`config.mk`:
```
export PLATFORM = sky130hd
export DESIGN_NAME = source_text_tokenizer_top
export DESIGN_NICKNAME = d
export VERILOG_FILES = /design/src/hdl/stt_pkg.sv /design/src/hdl/source_text_tokenizer_top.sv
export VERILOG_INCLUDE_DIRS = /design/src /design/src/hdl
export SDC_FILE = /design/constraint.sdc
export NUM_CORES = 2
export LEC_CHECK = 0
export BUFFER_PORTS_ARGS = -buffer_cell sky130_fd_sc_hd__buf_2
export CAP_MARGIN = 20
export CORE_MARGIN = 5
export CORE_UTILIZATION = 50
export CTS_BUF_LIST = sky130_fd_sc_hd__clkbuf_4 sky130_fd_sc_hd__clkbuf_8
export DETAILED_ROUTE_END_ITERATION = 7
export PLACE_DENSITY_LB_ADDON = 0.25
export SLEW_MARGIN = 30
export SYNTH_ARGS = -nofsm -noshare
export SYNTH_HDL_FRONTEND = slang
export SYNTH_SLANG_ARGS = --single-unit
```
`constraint.sdc`:
```
create_clock -name clk_i -period 4.6 [get_ports clk_i]
set_clock_uncertainty 0.15 [all_clocks]
set_input_delay 0.46 -clock clk_i [delete_from_list [all_inputs] [get_ports clk_i]]
set_output_delay 0.46 -clock clk_i [all_outputs]
set_load 0.02 [all_outputs]
```
`src/hdl/source_text_tokenizer_top_macros.svh`:
```
// Assertion helpers for the tokenizer, clocked on clk_i and held off during reset.
`ifndef SOURCE_TEXT_TOKENIZER_TOP_MACROS_SVH
`define SOURCE_TEXT_TOKENIZER_TOP_MACROS_SVH

`ifndef SYNTHESIS
`define STT_ASSERT_IMP(lbl, cond, prop, msg) \
  lbl: assert property (@(posedge clk_i) disable iff (!rst_ni) (cond) |-> (prop)) else $error(msg);
`define STT_ASSERT_NXT(lbl, cond, prop, msg) \
  lbl: assert property (@(posedge clk_i) disable iff (!rst_ni) (cond) |=> (prop)) else $error(msg);
`else
`define STT_ASSERT_IMP(lbl, cond, prop, msg)
`define STT_ASSERT_NXT(lbl, cond, prop, msg)
`endif

`endif

```
`src/hdl/stt_pkg.sv`:
```
`default_nettype none

package stt_pkg;

  localparam int unsigned LineBits   = 24;
  localparam int unsigned ColBits    = 16;
  localparam int unsigned OffsetBits = 32;
  localparam int unsigned LengthBits = 16;

  // Token kinds
  localparam logic [5:0] TK_INT    = 6'd0;
  localparam logic [5:0] TK_IDENT  = 6'd1;
  localparam logic [5:0] TK_FN     = 6'd2;
  localparam logic [5:0] TK_LPAR   = 6'd13;
  localparam logic [5:0] TK_RPAR   = 6'd14;
  localparam logic [5:0] TK_LBRACE = 6'd15;
  localparam logic [5:0] TK_RBRACE = 6'd16;
  localparam logic [5:0] TK_COMMA  = 6'd17;
  localparam logic [5:0] TK_COLON  = 6'd18;
  localparam logic [5:0] TK_SEMI   = 6'd19;
  localparam logic [5:0] TK_ARROW  = 6'd20;
  localparam logic [5:0] TK_PLUS   = 6'd21;
  localparam logic [5:0] TK_MINUS  = 6'd22;
  localparam logic [5:0] TK_STAR   = 6'd23;
  localparam logic [5:0] TK_SLASH  = 6'd24;
  localparam logic [5:0] TK_PCT    = 6'd25;
  localparam logic [5:0] TK_ASSIGN = 6'd26;
  localparam logic [5:0] TK_EQEQ   = 6'd27;
  localparam logic [5:0] TK_NE     = 6'd28;
  localparam logic [5:0] TK_LT     = 6'd29;
  localparam logic [5:0] TK_LE     = 6'd30;
  localparam logic [5:0] TK_GT     = 6'd31;
  localparam logic [5:0] TK_GE     = 6'd32;
  localparam logic [5:0] TK_ANDAND = 6'd33;
  localparam logic [5:0] TK_OROR   = 6'd34;
  localparam logic [5:0] TK_BANG   = 6'd35;
  localparam logic [5:0] TK_END    = 6'd36;
  localparam logic [5:0] TK_ERROR  = 6'd37;

  // Error codes
  localparam logic [2:0] ERR_NONE     = 3'd0;
  localparam logic [2:0] ERR_OVERFLOW = 3'd1;
  localparam logic [2:0] ERR_AMP      = 3'd2;
  localparam logic [2:0] ERR_BAR      = 3'd3;
  localparam logic [2:0] ERR_CHAR     = 3'd4;

  localparam logic [62:0] LitLimit = 63'h7FFF_FFFF_FFFF_FFFF;

  typedef struct packed {
    logic [5:0]  token_kind;
    logic [23:0] line_no;
    logic [15:0] col_no;
    logic [31:0] start_offset;
    logic [15:0] lexeme_length;
    logic [62:0] int_value;
    logic [2:0]  error_code;
    logic [7:0]  bad_char;
    logic        last;
  } tok_res_t;

  // Keyword lookup: prefix holds up to six bytes, first byte lowest
  function automatic logic [5:0] kw_kind(input logic [2:0] len, input logic [47:0] prefix);
    logic [5:0] k;
    k = TK_IDENT;
    case (len)
      3'd2: begin
        if (prefix == 48'h6E66) k = TK_FN;
        else if (prefix == 48'h6669) k = TK_FN + 6'd2;
      end
      3'd3: begin
        if (prefix == 48'h74656C) k = TK_FN + 6'd1;
        else if (prefix == 48'h746E69) k = TK_FN + 6'd7;
      end
      3'd4: begin
        if (prefix == 48'h65736C65) k = TK_FN + 6'd3;
        else if (prefix == 48'h6C6F6F62) k = TK_FN + 6'd8;
        else if (prefix == 48'h65757274) k = TK_FN + 6'd9;
      end
      3'd5: begin
        if (prefix == 48'h656C696877) k = TK_FN + 6'd4;
        else if (prefix == 48'h746E697270) k = TK_FN + 6'd6;
        else if (prefix == 48'h65736C6166) k = TK_FN + 6'd10;
      end
      3'd6: begin
        if (prefix == 48'h6E7275746572) k = TK_FN + 6'd5;
      end
      default: k = TK_IDENT;
    endcase
    return k;
  endfunction

endpackage

`default_nettype wire

```
`src/hdl/source_text_tokenizer_top.sv`:
```
// A token is written into the result queue when the byte (or end marker) that ends it is accepted.
// Throughput: one input item per cycle while input ready is high; the result queue drains one token
//   per cycle while the receiver is ready, and an item may give two tokens.
// Input ready drops while fewer than two of the four result slots are free.
// Reset (rst_ni low, asynchronous) empties the queue and restarts at line 1, column 1, offset 0.
`default_nettype none

`include "source_text_tokenizer_top_macros.svh"

module source_text_tokenizer_top #(
  parameter int unsigned LINE_BITS   = stt_pkg::LineBits,
  parameter int unsigned COL_BITS    = stt_pkg::ColBits,
  parameter int unsigned OFFSET_BITS = stt_pkg::OffsetBits,
  parameter int unsigned LENGTH_BITS = stt_pkg::LengthBits
) (
  input  wire logic         clk_i,
  input  wire logic         rst_ni,
  input  wire logic         s_axis_tvalid_i,
  output      logic         s_axis_tready_o,
  input  wire logic [7:0]   s_axis_tdata_i,   // [7:0] byte_req
  input  wire logic         s_axis_tuser_i,   // [0] kind
  output      logic         m_axis_tvalid_o,
  input  wire logic         m_axis_tready_i,
  // [23:0] token line, [39:24] token column, [71:40] start_offset, [87:72] lexeme_length,
  // [150:88] int_value, [153:151] error_code, [161:154] bad_char, [167:162] zero
  output      logic [167:0] m_axis_tdata_o,
  output      logic [5:0]   m_axis_tuser_o,   // [5:0] token_kind
  output      logic         m_axis_tlast_o
);

  typedef enum logic [3:0] {
    MODE_IDLE, MODE_NUM, MODE_IDENT, MODE_SLASH, MODE_COMMENT, MODE_MINUS,
    MODE_EQ, MODE_BANG, MODE_LT, MODE_GT, MODE_AMP, MODE_BAR
  } mode_e;

  mode_e                   mode_q, mode_d;
  logic [LINE_BITS-1:0]    cur_line_q, cur_line_d, tok_line_q, tok_line_d;
  logic [COL_BITS-1:0]     cur_col_q, cur_col_d, tok_col_q, tok_col_d;
  logic [OFFSET_BITS-1:0]  cur_off_q, cur_off_d, tok_off_q, tok_off_d;
  logic [LENGTH_BITS-1:0]  tok_len_q, tok_len_d;
  logic [62:0]             acc_q, acc_d;
  logic                    ovf_q, ovf_d;
  logic [47:0]             prefix_q, prefix_d;

  logic                    in_req, out_req;
  logic [7:0]              b;
  logic                    is_digit, is_alpha, is_ws;
  logic [67:0]             acc_next;

  stt_pkg::tok_res_t       fl_res, ib_res, end_res, r0, r1;
  logic                    fl_valid, ib_emit;
  mode_e                   ib_mode;
  logic [7:0]              op_second;
  logic [5:0]              op_pair;
  logic [1:0]              push_n;

  assign in_req = s_axis_tvalid_i && s_axis_tready_o;
  assign b      = s_axis_tdata_i;

  assign is_digit = (b >= 8'h30) && (b <= 8'h39);
  assign is_alpha = ((b >= 8'h61) && (b <= 8'h7A)) || ((b >= 8'h41) && (b <= 8'h5A))
                    || (b == 8'h5F);
  assign is_ws    = (b == 8'h20) || (b == 8'h09) || (b == 8'h0D) || (b == 8'h0A);

  // acc * 10 + digit; overflow when the result passes 2^63-1
  assign acc_next = (68'(acc_q) << 3) + (68'(acc_q) << 1) + 68'(b - 8'h30);

  // Token that the pending mode gives when it is cut off
  always_comb begin
    fl_res = '0;
    fl_res.line_no       = 24'(tok_line_q);
    fl_res.col_no        = 16'(tok_col_q);
    fl_res.start_offset  = 32'(tok_off_q);
    fl_res.lexeme_length = 16'd1;
    fl_valid = 1'b1;
    op_second = 8'h3D;
    op_pair   = stt_pkg::TK_EQEQ;
    case (mode_q)
      MODE_NUM: begin
        fl_res.lexeme_length = 16'(tok_len_q);
        if (ovf_q) begin
          fl_res.token_kind = stt_pkg::TK_ERROR;
          fl_res.error_code = stt_pkg::ERR_OVERFLOW;
        end else begin
          fl_res.token_kind = stt_pkg::TK_INT;
          fl_res.int_value  = acc_q;
        end
      end
      MODE_IDENT: begin
        fl_res.lexeme_length = 16'(tok_len_q);
        fl_res.token_kind = (tok_len_q > LENGTH_BITS'(6)) ? stt_pkg::TK_IDENT
                            : stt_pkg::kw_kind(3'(tok_len_q), prefix_q);
      end
      MODE_SLASH: fl_res.token_kind = stt_pkg::TK_SLASH;
      MODE_MINUS: begin
        fl_res.token_kind = stt_pkg::TK_MINUS;
        op_second = 8'h3E;
        op_pair   = stt_pkg::TK_ARROW;
      end
      MODE_EQ: fl_res.token_kind = stt_pkg::TK_ASSIGN;
      MODE_BANG: begin
        fl_res.token_kind = stt_pkg::TK_BANG;
        op_pair = stt_pkg::TK_NE;
      end
      MODE_LT: begin
        fl_res.token_kind = stt_pkg::TK_LT;
        op_pair = stt_pkg::TK_LE;
      end
      MODE_GT: begin
        fl_res.token_kind = stt_pkg::TK_GT;
        op_pair = stt_pkg::TK_GE;
      end
      MODE_AMP: begin
        fl_res.token_kind = stt_pkg::TK_ERROR;
        fl_res.error_code = stt_pkg::ERR_AMP;
        fl_res.bad_char   = 8'h26;
        op_second = 8'h26;
        op_pair   = stt_pkg::TK_ANDAND;
      end
      MODE_BAR: begin
        fl_res.token_kind = stt_pkg::TK_ERROR;
        fl_res.error_code = stt_pkg::ERR_BAR;
        fl_res.bad_char   = 8'h7C;
        op_second = 8'h7C;
        op_pair   = stt_pkg::TK_OROR;
      end
      default: fl_valid = 1'b0;
    endcase
  end

  // Byte seen from the idle mode: new pending mode or a one-byte token
  always_comb begin
    ib_res = '0;
    ib_res.line_no       = 24'(cur_line_q);
    ib_res.col_no        = 16'(cur_col_q);
    ib_res.start_offset  = 32'(cur_off_q);
    ib_res.lexeme_length = 16'd1;
    ib_emit = 1'b0;
    ib_mode = MODE_IDLE;
    if (is_digit) begin
      ib_mode = MODE_NUM;
    end else if (is_alpha) begin
      ib_mode = MODE_IDENT;
    end else if (!is_ws) begin
      ib_emit = 1'b1;
      case (b)
        8'h2F: begin ib_mode = MODE_SLASH; ib_emit = 1'b0; end
        8'h2D: begin ib_mode = MODE_MINUS; ib_emit = 1'b0; end
        8'h3D: begin ib_mode = MODE_EQ;    ib_emit = 1'b0; end
        8'h21: begin ib_mode = MODE_BANG;  ib_emit = 1'b0; end
        8'h3C: begin ib_mode = MODE_LT;    ib_emit = 1'b0; end
        8'h3E: begin ib_mode = MODE_GT;    ib_emit = 1'b0; end
        8'h26: begin ib_mode = MODE_AMP;   ib_emit = 1'b0; end
        8'h7C: begin ib_mode = MODE_BAR;   ib_emit = 1'b0; end
        8'h28: ib_res.token_kind = stt_pkg::TK_LPAR;
        8'h29: ib_res.token_kind = stt_pkg::TK_RPAR;
        8'h7B: ib_res.token_kind = stt_pkg::TK_LBRACE;
        8'h7D: ib_res.token_kind = stt_pkg::TK_RBRACE;
        8'h2C: ib_res.token_kind = stt_pkg::TK_COMMA;
        8'h3A: ib_res.token_kind = stt_pkg::TK_COLON;
        8'h3B: ib_res.token_kind = stt_pkg::TK_SEMI;
        8'h2B: ib_res.token_kind = stt_pkg::TK_PLUS;
        8'h2A: ib_res.token_kind = stt_pkg::TK_STAR;
        8'h25: ib_res.token_kind = stt_pkg::TK_PCT;
        default: begin
          ib_res.token_kind = stt_pkg::TK_ERROR;
          ib_res.error_code = stt_pkg::ERR_CHAR;
          ib_res.bad_char   = b;
        end
      endcase
    end
  end

  // End-of-source token at the current position
  always_comb begin
    end_res = '0;
    end_res.token_kind   = stt_pkg::TK_END;
    end_res.line_no      = 24'(cur_line_q);
    end_res.col_no       = 16'(cur_col_q);
    end_res.start_offset = 32'(cur_off_q);
  end

  // Next state and results for one request
  always_comb begin
    logic step;
    logic general;
    step = 1'b0;
    general = 1'b0;
    mode_d = mode_q;
    cur_line_d = cur_line_q; cur_col_d = cur_col_q; cur_off_d = cur_off_q;
    tok_line_d = tok_line_q; tok_col_d = tok_col_q; tok_off_d = tok_off_q;
    tok_len_d = tok_len_q;
    acc_d = acc_q; ovf_d = ovf_q; prefix_d = prefix_q;
    r0 = '0;
    r1 = '0;
    push_n = 2'd0;

    if (in_req) begin
      if (s_axis_tuser_i) begin
        // end marker: pending token, end token, then back to reset state
        r0 = fl_valid ? fl_res : end_res;
        r1 = end_res;
        push_n = fl_valid ? 2'd2 : 2'd1;
        mode_d = MODE_IDLE;
        cur_line_d = LINE_BITS'(1); cur_col_d = COL_BITS'(1); cur_off_d = '0;
        tok_line_d = LINE_BITS'(1); tok_col_d = COL_BITS'(1); tok_off_d = '0;
        tok_len_d = '0; acc_d = '0; ovf_d = 1'b0; prefix_d = '0;
      end else begin
        step = 1'b1;
        if (mode_q == MODE_NUM && is_digit) begin
          tok_len_d = (&tok_len_q) ? tok_len_q : tok_len_q + LENGTH_BITS'(1);
          if (!ovf_q) begin
            if (acc_next > 68'(stt_pkg::LitLimit)) ovf_d = 1'b1;
            else acc_d = acc_next[62:0];
          end
        end else if (mode_q == MODE_IDENT && (is_alpha || is_digit)) begin
          tok_len_d = (&tok_len_q) ? tok_len_q : tok_len_q + LENGTH_BITS'(1);
          for (int i = 0; i < 6; i++) begin
            if (tok_len_q == LENGTH_BITS'(i)) prefix_d[8*i +: 8] = b;
          end
        end else if (mode_q == MODE_SLASH && b == 8'h2F) begin
          mode_d = MODE_COMMENT;
        end else if (mode_q == MODE_COMMENT && b != 8'h0A) begin
          mode_d = MODE_COMMENT;
        end else if (mode_q >= MODE_MINUS && b == op_second) begin
          r0 = fl_res;
          r0.token_kind    = op_pair;
          r0.lexeme_length = 16'd2;
          r0.error_code    = stt_pkg::ERR_NONE;
          r0.bad_char      = 8'h00;
          push_n = 2'd1;
          mode_d = MODE_IDLE;
        end else begin
          general = 1'b1;
        end

        if (general) begin
          if (fl_valid) begin
            r0 = fl_res;
            r1 = ib_res;
            push_n = ib_emit ? 2'd2 : 2'd1;
          end else begin
            r0 = ib_res;
            push_n = ib_emit ? 2'd1 : 2'd0;
          end
          mode_d = ib_mode;
          if (!is_ws) begin
            tok_line_d = cur_line_q;
            tok_col_d  = cur_col_q;
            tok_off_d  = cur_off_q;
            tok_len_d  = LENGTH_BITS'(1);
            if (is_digit) begin
              acc_d = 63'(b - 8'h30);
              ovf_d = 1'b0;
            end else if (is_alpha) begin
              prefix_d = 48'(b);
            end
          end
        end
      end

      // position of the next byte
      if (step) begin
        cur_off_d = (&cur_off_q) ? cur_off_q : cur_off_q + OFFSET_BITS'(1);
        if (b == 8'h0A) begin
          cur_line_d = (&cur_line_q) ? cur_line_q : cur_line_q + LINE_BITS'(1);
          cur_col_d  = COL_BITS'(1);
        end else begin
          cur_col_d = (&cur_col_q) ? cur_col_q : cur_col_q + COL_BITS'(1);
        end
      end

      if (push_n == 2'd2) r1.last = 1'b1;
      else r0.last = 1'b1;
    end
  end

  // Tokenizer state
  always_ff @(posedge clk_i or negedge rst_ni) begin
    if (!rst_ni) begin
      mode_q <= MODE_IDLE;
      cur_line_q <= LINE_BITS'(1);
      cur_col_q  <= COL_BITS'(1);
      cur_off_q  <= '0;
      tok_line_q <= LINE_BITS'(1);
      tok_col_q  <= COL_BITS'(1);
      tok_off_q  <= '0;
      tok_len_q  <= '0;
      acc_q      <= '0;
      ovf_q      <= 1'b0;
      prefix_q   <= '0;
    end else begin
      mode_q <= mode_d;
      cur_line_q <= cur_line_d;
      cur_col_q  <= cur_col_d;
      cur_off_q  <= cur_off_d;
      tok_line_q <= tok_line_d;
      tok_col_q  <= tok_col_d;
      tok_off_q  <= tok_off_d;
      tok_len_q  <= tok_len_d;
      acc_q      <= acc_d;
      ovf_q      <= ovf_d;
      prefix_q   <= prefix_d;
    end
  end

  // Four-slot result queue
  stt_pkg::tok_res_t q_mem_q [4];
  logic [1:0] wr_ptr_q, wr_ptr_d, rd_ptr_q, rd_ptr_d;
  logic [2:0] count_q, count_d;
  stt_pkg::tok_res_t head;

  assign out_req = m_axis_tvalid_o && m_axis_tready_i;
  assign s_axis_tready_o = (count_q <= 3'd2);
  assign m_axis_tvalid_o = (count_q != 3'd0);
  assign head = q_mem_q[rd_ptr_q];

  always_comb begin
    wr_ptr_d = wr_ptr_q + push_n;
    rd_ptr_d = rd_ptr_q + 2'(out_req);
    count_d  = count_q + 3'(push_n) - 3'(out_req);
  end

  always_ff @(posedge clk_i or negedge rst_ni) begin
    if (!rst_ni) begin
      wr_ptr_q <= '0;
      rd_ptr_q <= '0;
      count_q  <= '0;
    end else begin
      wr_ptr_q <= wr_ptr_d;
      rd_ptr_q <= rd_ptr_d;
      count_q  <= count_d;
    end
  end

  always_ff @(posedge clk_i) begin
    if (push_n != 2'd0) q_mem_q[wr_ptr_q] <= r0;
    if (push_n == 2'd2) q_mem_q[wr_ptr_q + 2'd1] <= r1;
  end

  // Output mapping
  assign m_axis_tuser_o = head.token_kind;
  assign m_axis_tlast_o = head.last;
  assign m_axis_tdata_o = {6'd0, head.bad_char, head.error_code, head.int_value,
                           head.lexeme_length, head.start_offset, head.col_no,
                           head.line_no};

  `STT_ASSERT_IMP(a_no_queue_overrun, in_req, count_q <= 3'd2,
                  "request taken with queue too full")
  `STT_ASSERT_NXT(a_end_restarts, in_req && s_axis_tuser_i,
                  mode_q == MODE_IDLE && cur_off_q == '0, "end marker did not restart")
  `STT_ASSERT_NXT(a_last_drained, out_req && count_q == 3'd1 && !in_req,
                  !m_axis_tvalid_o, "queue not empty after last token")

endmodule

`default_nettype wire

```
# After elaboration in Yosys (flattened, before gate mapping)
# Memory sizes are Yosys's and may differ from the RTL's.
# Cells that the tools add are included.
[word_totals]
regBits = 283
mem_bits_rw = 676
out_inout_bits = 177
word_cells = 281
n_memories = 1
[memory_table]
columns = ["memory", "words", "word_bits", "read_ports", "rd_clocked_by_memory_dff", "write_ports", "line_no", "source"]
rows = [
  ["q_mem_q", 4, 169, 1, 0, 2, "source_text_tokenizer_top.sv:308", "stt_pkg::tok_res_t q_mem_q [4];"],
]
[classes]
add_sub_neg = 13
magnitude_cmp = 10
n_eq_ne = 65
n_mux = 142
n_reduce_logical = 36
[ops]
columns = ["op", "count"]
rows = [
  ["2-to-1 mux 169 bit", 14],
  ["2-to-1 mux 63 bit", 9],
  ["2-to-1 mux 48 bit", 7],
  ["2-to-1 mux 16 bit", 14],
  ["2-to-1 mux 32 bit", 6],
  ["2-to-1 mux 24 bit", 7],
  ["== test 48 x 31 -> 1 bit, second input constant", 3],
  ["== test 48 x 39 -> 1 bit, second input constant", 3],
  ["== test 8 x 6 -> 1 bit, second input constant", 16],
  ["== test 48 x 15 -> 1 bit, second input constant", 2],
  ["== test 48 x 23 -> 1 bit, second input constant", 2],
  ["2-to-1 mux 4 bit", 18],
  ["adder 67 x 68 -> 68 bit", 1],
  ["> comparator 68 x 63 -> 1 bit, second input constant", 1],
  ["adder 66 x 64 -> 67 bit", 1],
  ["case mux 6 bit (11 select lines)", 1],
  ["case mux 6 bit (9 select lines)", 1],
  ["== test 48 x 47 -> 1 bit, second input constant", 1],
  ["2-to-1 mux 8 bit", 6],
  ["2-to-1 mux 11 bit", 4],
  ["case mux 6 bit (6 select lines)", 1],
  ["2-to-1 mux 1 bit", 34],
  ["adder 16 x 1 -> 16 bit, second input constant", 2],
  ["adder 32 x 1 -> 32 bit, second input constant", 1],
  ["other kinds (55)", 111],
]

# Logic depth before layout (Yosys ltp)
[logic_depth]
word_depth = 18
ltp_mapped = 21

# Worst setup path after synthesis
# No wires, ideal clock.
[synth_timing]
kind = "input to register"
from = "in s_axis_tdata_i[6]"
to = "reg acc_q[13]"
setup_time_ns = 0.126
t_arrival_ns = 8.400
setup_slack_ns = -4.077
cell_stages = 20
path_buffers = 5
path_cell_list = "buf_2 -> or2_2 -> clkbuf_1 -> nor2_1 -> fa_1 -> ha_1 -> clkbuf_1 -> a21o_1 -> a31oi_1 -> o21ai_1 -> a211oi_2 -> and3_4 -> a22oi_2 -> or4b_1 -> a211o_1 -> nor2_4 -> o21ai_2 -> buf_6 -> buf_6 -> a221o_1"
[synth_via]
elab_chain_len = 12
[synth_lines]
columns = ["element", "line_no", "source"]
rows = [
  ["start, declared", "source_text_tokenizer_top.sv:20", "input wire logic [7:0] s_axis_tdata_i,"],
  ["branches (longest 10 deep; another with adder 67 x 68 -> 68 bit)", "--", ""],
  ["2-to-1 mux 63 bit (*)", "source_text_tokenizer_top.sv:237", "if (general) begin"],
  ["2-to-1 mux 63 bit (*)", "source_text_tokenizer_top.sv:199", "if (s_axis_tuser_i) begin"],
  ["end signal, assigned", "source_text_tokenizer_top.sv:289", "acc_q <= '0;"],
  ["end signal, assigned", "source_text_tokenizer_top.sv:301", "acc_q <= acc_d;"],
  ["end, declared", "source_text_tokenizer_top.sv:41", "logic [62:0] acc_q, acc_d;"],
]
# Mark *: on every way between the ends. The select of a mux whose other input is x is not followed.
# A chain may end at the register's enable or synchronous reset.

# Worst setup path in the final report
[layout_timing]
from = "reg acc_q[2]"
to = "reg acc_q[6]"
[layout_via]
elab_chain_len = 10
[layout_lines]
columns = ["element", "line_no", "source"]
rows = [
  ["adder 66 x 64 -> 67 bit (*)", "source_text_tokenizer_top.sv:66", "assign acc_next = (68'(acc_q) << 3) + (68'(acc_q) << 1) + 68'(b - 8'h30);"],
  ["adder 67 x 68 -> 68 bit (*)", "source_text_tokenizer_top.sv:66", ""],
  ["> comparator 68 x 63 -> 1 bit", "source_text_tokenizer_top.sv:213", "if (acc_next > 68'(stt_pkg::LitLimit)) ovf_d = 1'b1;"],
  ["2-to-1 mux 63 bit (*)", "source_text_tokenizer_top.sv:213", ""],
  ["2-to-1 mux 63 bit (*)", "source_text_tokenizer_top.sv:212", "if (!ovf_q) begin"],
  ["2-to-1 mux 63 bit (*)", "source_text_tokenizer_top.sv:210", "if (mode_q == MODE_NUM && is_digit) begin"],
  ["2-to-1 mux 63 bit", "source_text_tokenizer_top.sv:252", "if (is_digit) begin"],
  ["2-to-1 mux 63 bit", "source_text_tokenizer_top.sv:247", "if (!is_ws) begin"],
  ["2-to-1 mux 63 bit (*)", "source_text_tokenizer_top.sv:237", ""],
  ["2-to-1 mux 63 bit (*)", "source_text_tokenizer_top.sv:199", ""],
]
# Every way passes the cells marked *; elsewhere a longest branch is shown, timed or not.

==> impl_metrics.py <==
metrics = {
    "outcome": {
        "status": "complete, no violations",
    },
    "clock_tree": {
        "path_clk_slew_ns": 0.06,
        "cts_tree": "yes",
        "cts_buffers": 159,
        "numClockSinks": 959,
        "clk_latency_ns": 0.86,
        "cts_buffer_depth": 3,
        "h-tree-depth": 4,
        "clock-root-buffer": "clkbuf_8",
    },
    "finish": {
        "fin_area_sq_um": 57200,
        "multi_input_area_sq_um": 22500,
        "fill_cells": 7809,
        "area.sequential_sq_um": 24200,
        "layout.cells.non_filler": 6194,
        "final_util": 0.601,
        "area_delta_synth_final_pct": 19.0,
        "nets": 4951,
        "drive_above_1_share": 0.237,
    },
    "sta": {
        "finalMaxSlewViolations": 0,
        "relSlewSlack": 0.416,
        "max_freq_mhz": 223,
        "hold_slack_ns": 0.0752,
        "setup_viol": 0,
        "period_share": 0.976,
        "worstMarginPinSlew_ns": 0.876,
        "hold_viol_final": 0,
        "finalSetupTns_ns": 0,
        "fin_ws_ns": 0.110,
        "min_period_ns": 4.49,
    },
    "global_routing": {
        "track_usage": 0.277,
        "grt_pass1_wl_um": 226000,
        "antenna_found_initial": 5,
        "first_global_vias": 39500,
        "grt-ovfl-total": 0,
        "grt_max_degree": 93,
    },
    "worst_setup_path": {
        "critPathKind": "register to register",
        "r2r_end": "acc_q[6]",
        "cp_num_cells": 16,
        "setup.worst_path.start": "acc_q[2]",
        "arrival_ns": 5.07,
        "endpoint_kind": "register",
        "path_common_cell": "fa_2",
        "cp_cell_sequence": "buf_4 > fa_2 > fa_2 > nand3_2 > a211oi_2 > o2111a_2 > o2111ai_2 > and3_4 > a22oi_2 > or4b_1 > a211o_1 > nor2_4 > o21ai_4 > buf_12 > clkbuf_16 > a221o_1",
        "worst-path-buf-inv": 3,
        "reg2reg_depth": 16,
        "required_ns": 5.18,
        "r2r_setup_slack_ns": 0.11,
        "crit_slowest_cell": "or4b_1",
        "r2r-start": "acc_q[2]",
        "slowest_delay_ns": 0.51,
        "endpoint": "acc_q[6]",
        "worstSetupStartpointType": "register",
        "cpLargestDelayFamily": "compound AO/OA/AOI/OAI gates",
        "crit_fanout": 8,
    },
    "floorplanning": {
        "dieArea_sq_um": 102000,
        "die_w_um": 320,
        "die_y_um": 320,
        "core_area_sq_um": 95200,
        "start_util": 0.505,
        "ios": 190,
        "row_count": 113,
    },
    "yosys": {
        "synth.most_common_cell": "nand2_1",
        "synthArstFlopShare": 0.295,
        "postSynthAreaPerCell_sq_um": 11.0,
        "synth-compound-area-share": 0.197,
        "synth_area_leader_cell": "edfxtp_1",
        "synth_edf_count": 356,
        "yosys-top-cells-count": "539 x nand2_1, 356 x edfxtp_1, 329 x o22ai_1",
        "synth_area_leaders": "edfxtp_1 22%, dfrtp_1 15%, dfxtp_1 13%, mux4_2 7.9%, o22ai_1 4.3%",
        "syn_inst": 4376,
        "synth_seq_area_share": 0.503,
        "syn_area_sq_um": 48100,
        "synthMuxAreaShare": 0.0800,
        "synthAdderAreaFrac": 0.0492,
        "synth_top_family_by_area": "compound AO/OA/AOI/OAI gates",
        "ys.flop_type": "edfxtp_1",
        "synth_xor_area_frac": 0.0226,
        "synth_cell_type_count": 97,
        "yosys_warnings": 0,
        "yosysTopAreaCellShare": 0.222,
        "synthSimpleGateAreaFrac": 0.112,
        "ys_ff_latch": 959,
    },
    "detailed_routing": {
        "num_vias": 39100,
        "wl_met3_um": 11800,
        "drc_errors": 0,
        "wl_per_cell_um": 23.8,
        "drt_iter0_markers": 4108,
        "highest_layer": "met4",
        "viasPerCell": 6.32,
        "met1_length_um": 59100,
        "route.met2.wl_um": 71300,
        "firstDrtPassIters": 6,
        "drtAntennaViolNets": 0,
        "totalWireLength_um": 147000,
    },
    "placed_design": {
        "routabilityCongestion": 0.978,
        "pre_cts_ws_ns": -0.729,
        "dp.cells": 5858,
        "port_buffers": 183,
        "dpl_cell_area_sq_um": 53000,
        "hpwl_um": 92100,
    },
    "job": {
        "cap_viol_max_count": 0,
    },
    "pwr": {
        "vdd_drop_max_mv": 0.322,
        "total_power_mw": 27.6,
        "power.density_nw_per_um2": 483,
        "leakagePower_nw": 21.6,
    },
    "worst_hold_path": {
        "min_path_type": "input port to async pin",
    },
}
-- metal layers --
layer | vias up | GRT usage
met4 | 0 | 0.105
li1 | 17600 | -
met1 | 19400 | 0.363
met5 | - | 0
met2 | 1753 | 0.458
met3 | 329 | 0.0546
-- registers in the layout (all words and copies together) (netlist names) --
register and flops:
cur_col_q 16, ovf_q 1, rd_ptr_q 2, wr_ptr_q 2, q_mem_q 676, acc_q 63
tok_off_q 32, cur_off_q 32, count_q 3, prefix_q 48, tok_col_q 16, tok_line_q 24
cur_line_q 24, mode_q 4, tok_len_q 16
-- area by class of cell --
class / instances / area share
timing repair buffer: 612 / 0.0884
multi-input combinational: 2992 / 0.394
clock buffer: 247 / 0.0535
sequential: 959 / 0.423
tap: 1265 / 0.0277
inverter: 63 / 0.00453
antenna: 7 / 0.000306
clock inverter: 49 / 0.00832
-- cells in the final DEF (no fill, tap or decap), types with 75 or more instances in the layout --
| master | instances |
|---|---|
| dfxtp_1 | 320 |
| buf_2 | 182 |
| clkbuf_8 | 192 |
| nand3_1 | 75 |
| a21oi_1 | 122 |
| a22oi_1 | 82 |
| o22ai_1 | 328 |
| edfxtp_1 | 356 |
| nand2_1 | 535 |
| nor2_1 | 202 |
| dfrtp_1 | 272 |
| a22o_1 | 108 |
| buf_4 | 349 |
| o21ai_0 | 311 |
| ha_1 | 81 |
| mux4_2 | 169 |
-- worst register-to-register path: cells and delay by family (launching register included) --
| kind | cells | cell delay (ns) |
|---|---|---|
| flip-flops | 1 | 0.38 |
| AND/OR/NAND/NOR | 4 | 1.00 |
| adder cells (fa/ha/maj) | 2 | 0.91 |
| buffers and inverters | 3 | 0.52 |
| AO/OA/AOI/OAI | 7 | 1.40 |
-- worst min path at each step --
| stage | slack, ns | to | cells past startpoint | start |
|---|---|---|---|---|
| after floorplan | 0.01 | acc_q[0] | 0 | rst_ni |
| after global placement | 0.28 | q_mem_q[2][9] | 2 | q_mem_q[2][9] |
| after detailed placement | 0.29 | q_mem_q[2][17] | 2 | q_mem_q[2][17] |
| after CTS | 0.01 | cur_col_q[8] | 4 | s_axis_tvalid_i |
| after global routing | 0.09 | cur_col_q[8] | 4 | s_axis_tvalid_i |
| final | 0.08 | tok_len_q[3] | 2 | rst_ni |
-- cells by family after synthesis --
kind of cell / count (synthesis)
buffers and inverters: 430
adders and majority gates: 151
AOI/OAI and AO/OA: 1377
and+or+nand+nor: 1161
muxes: 173
DFF: 959
xor gates and xnor gates: 124
other: 1
-- power breakdown --
group          internal [mW]  total, mW  switching, mW
Combinational           3.49       9.13           5.65
Clock                   4.57       8.23           3.66
Sequential              9.67       10.3          0.586
Total                   17.7       27.6           9.89
-- what timing repair did --
item                                   4_1_cts  5_1_grt
setup endpoints to repair                    0       64
hold buffers                                 7        0
setup buffers                                0       13
endpoints found under the hold margin      104        0
resized for setup                            0       35
Note: power is estimated with default switching activity, not from simulation.
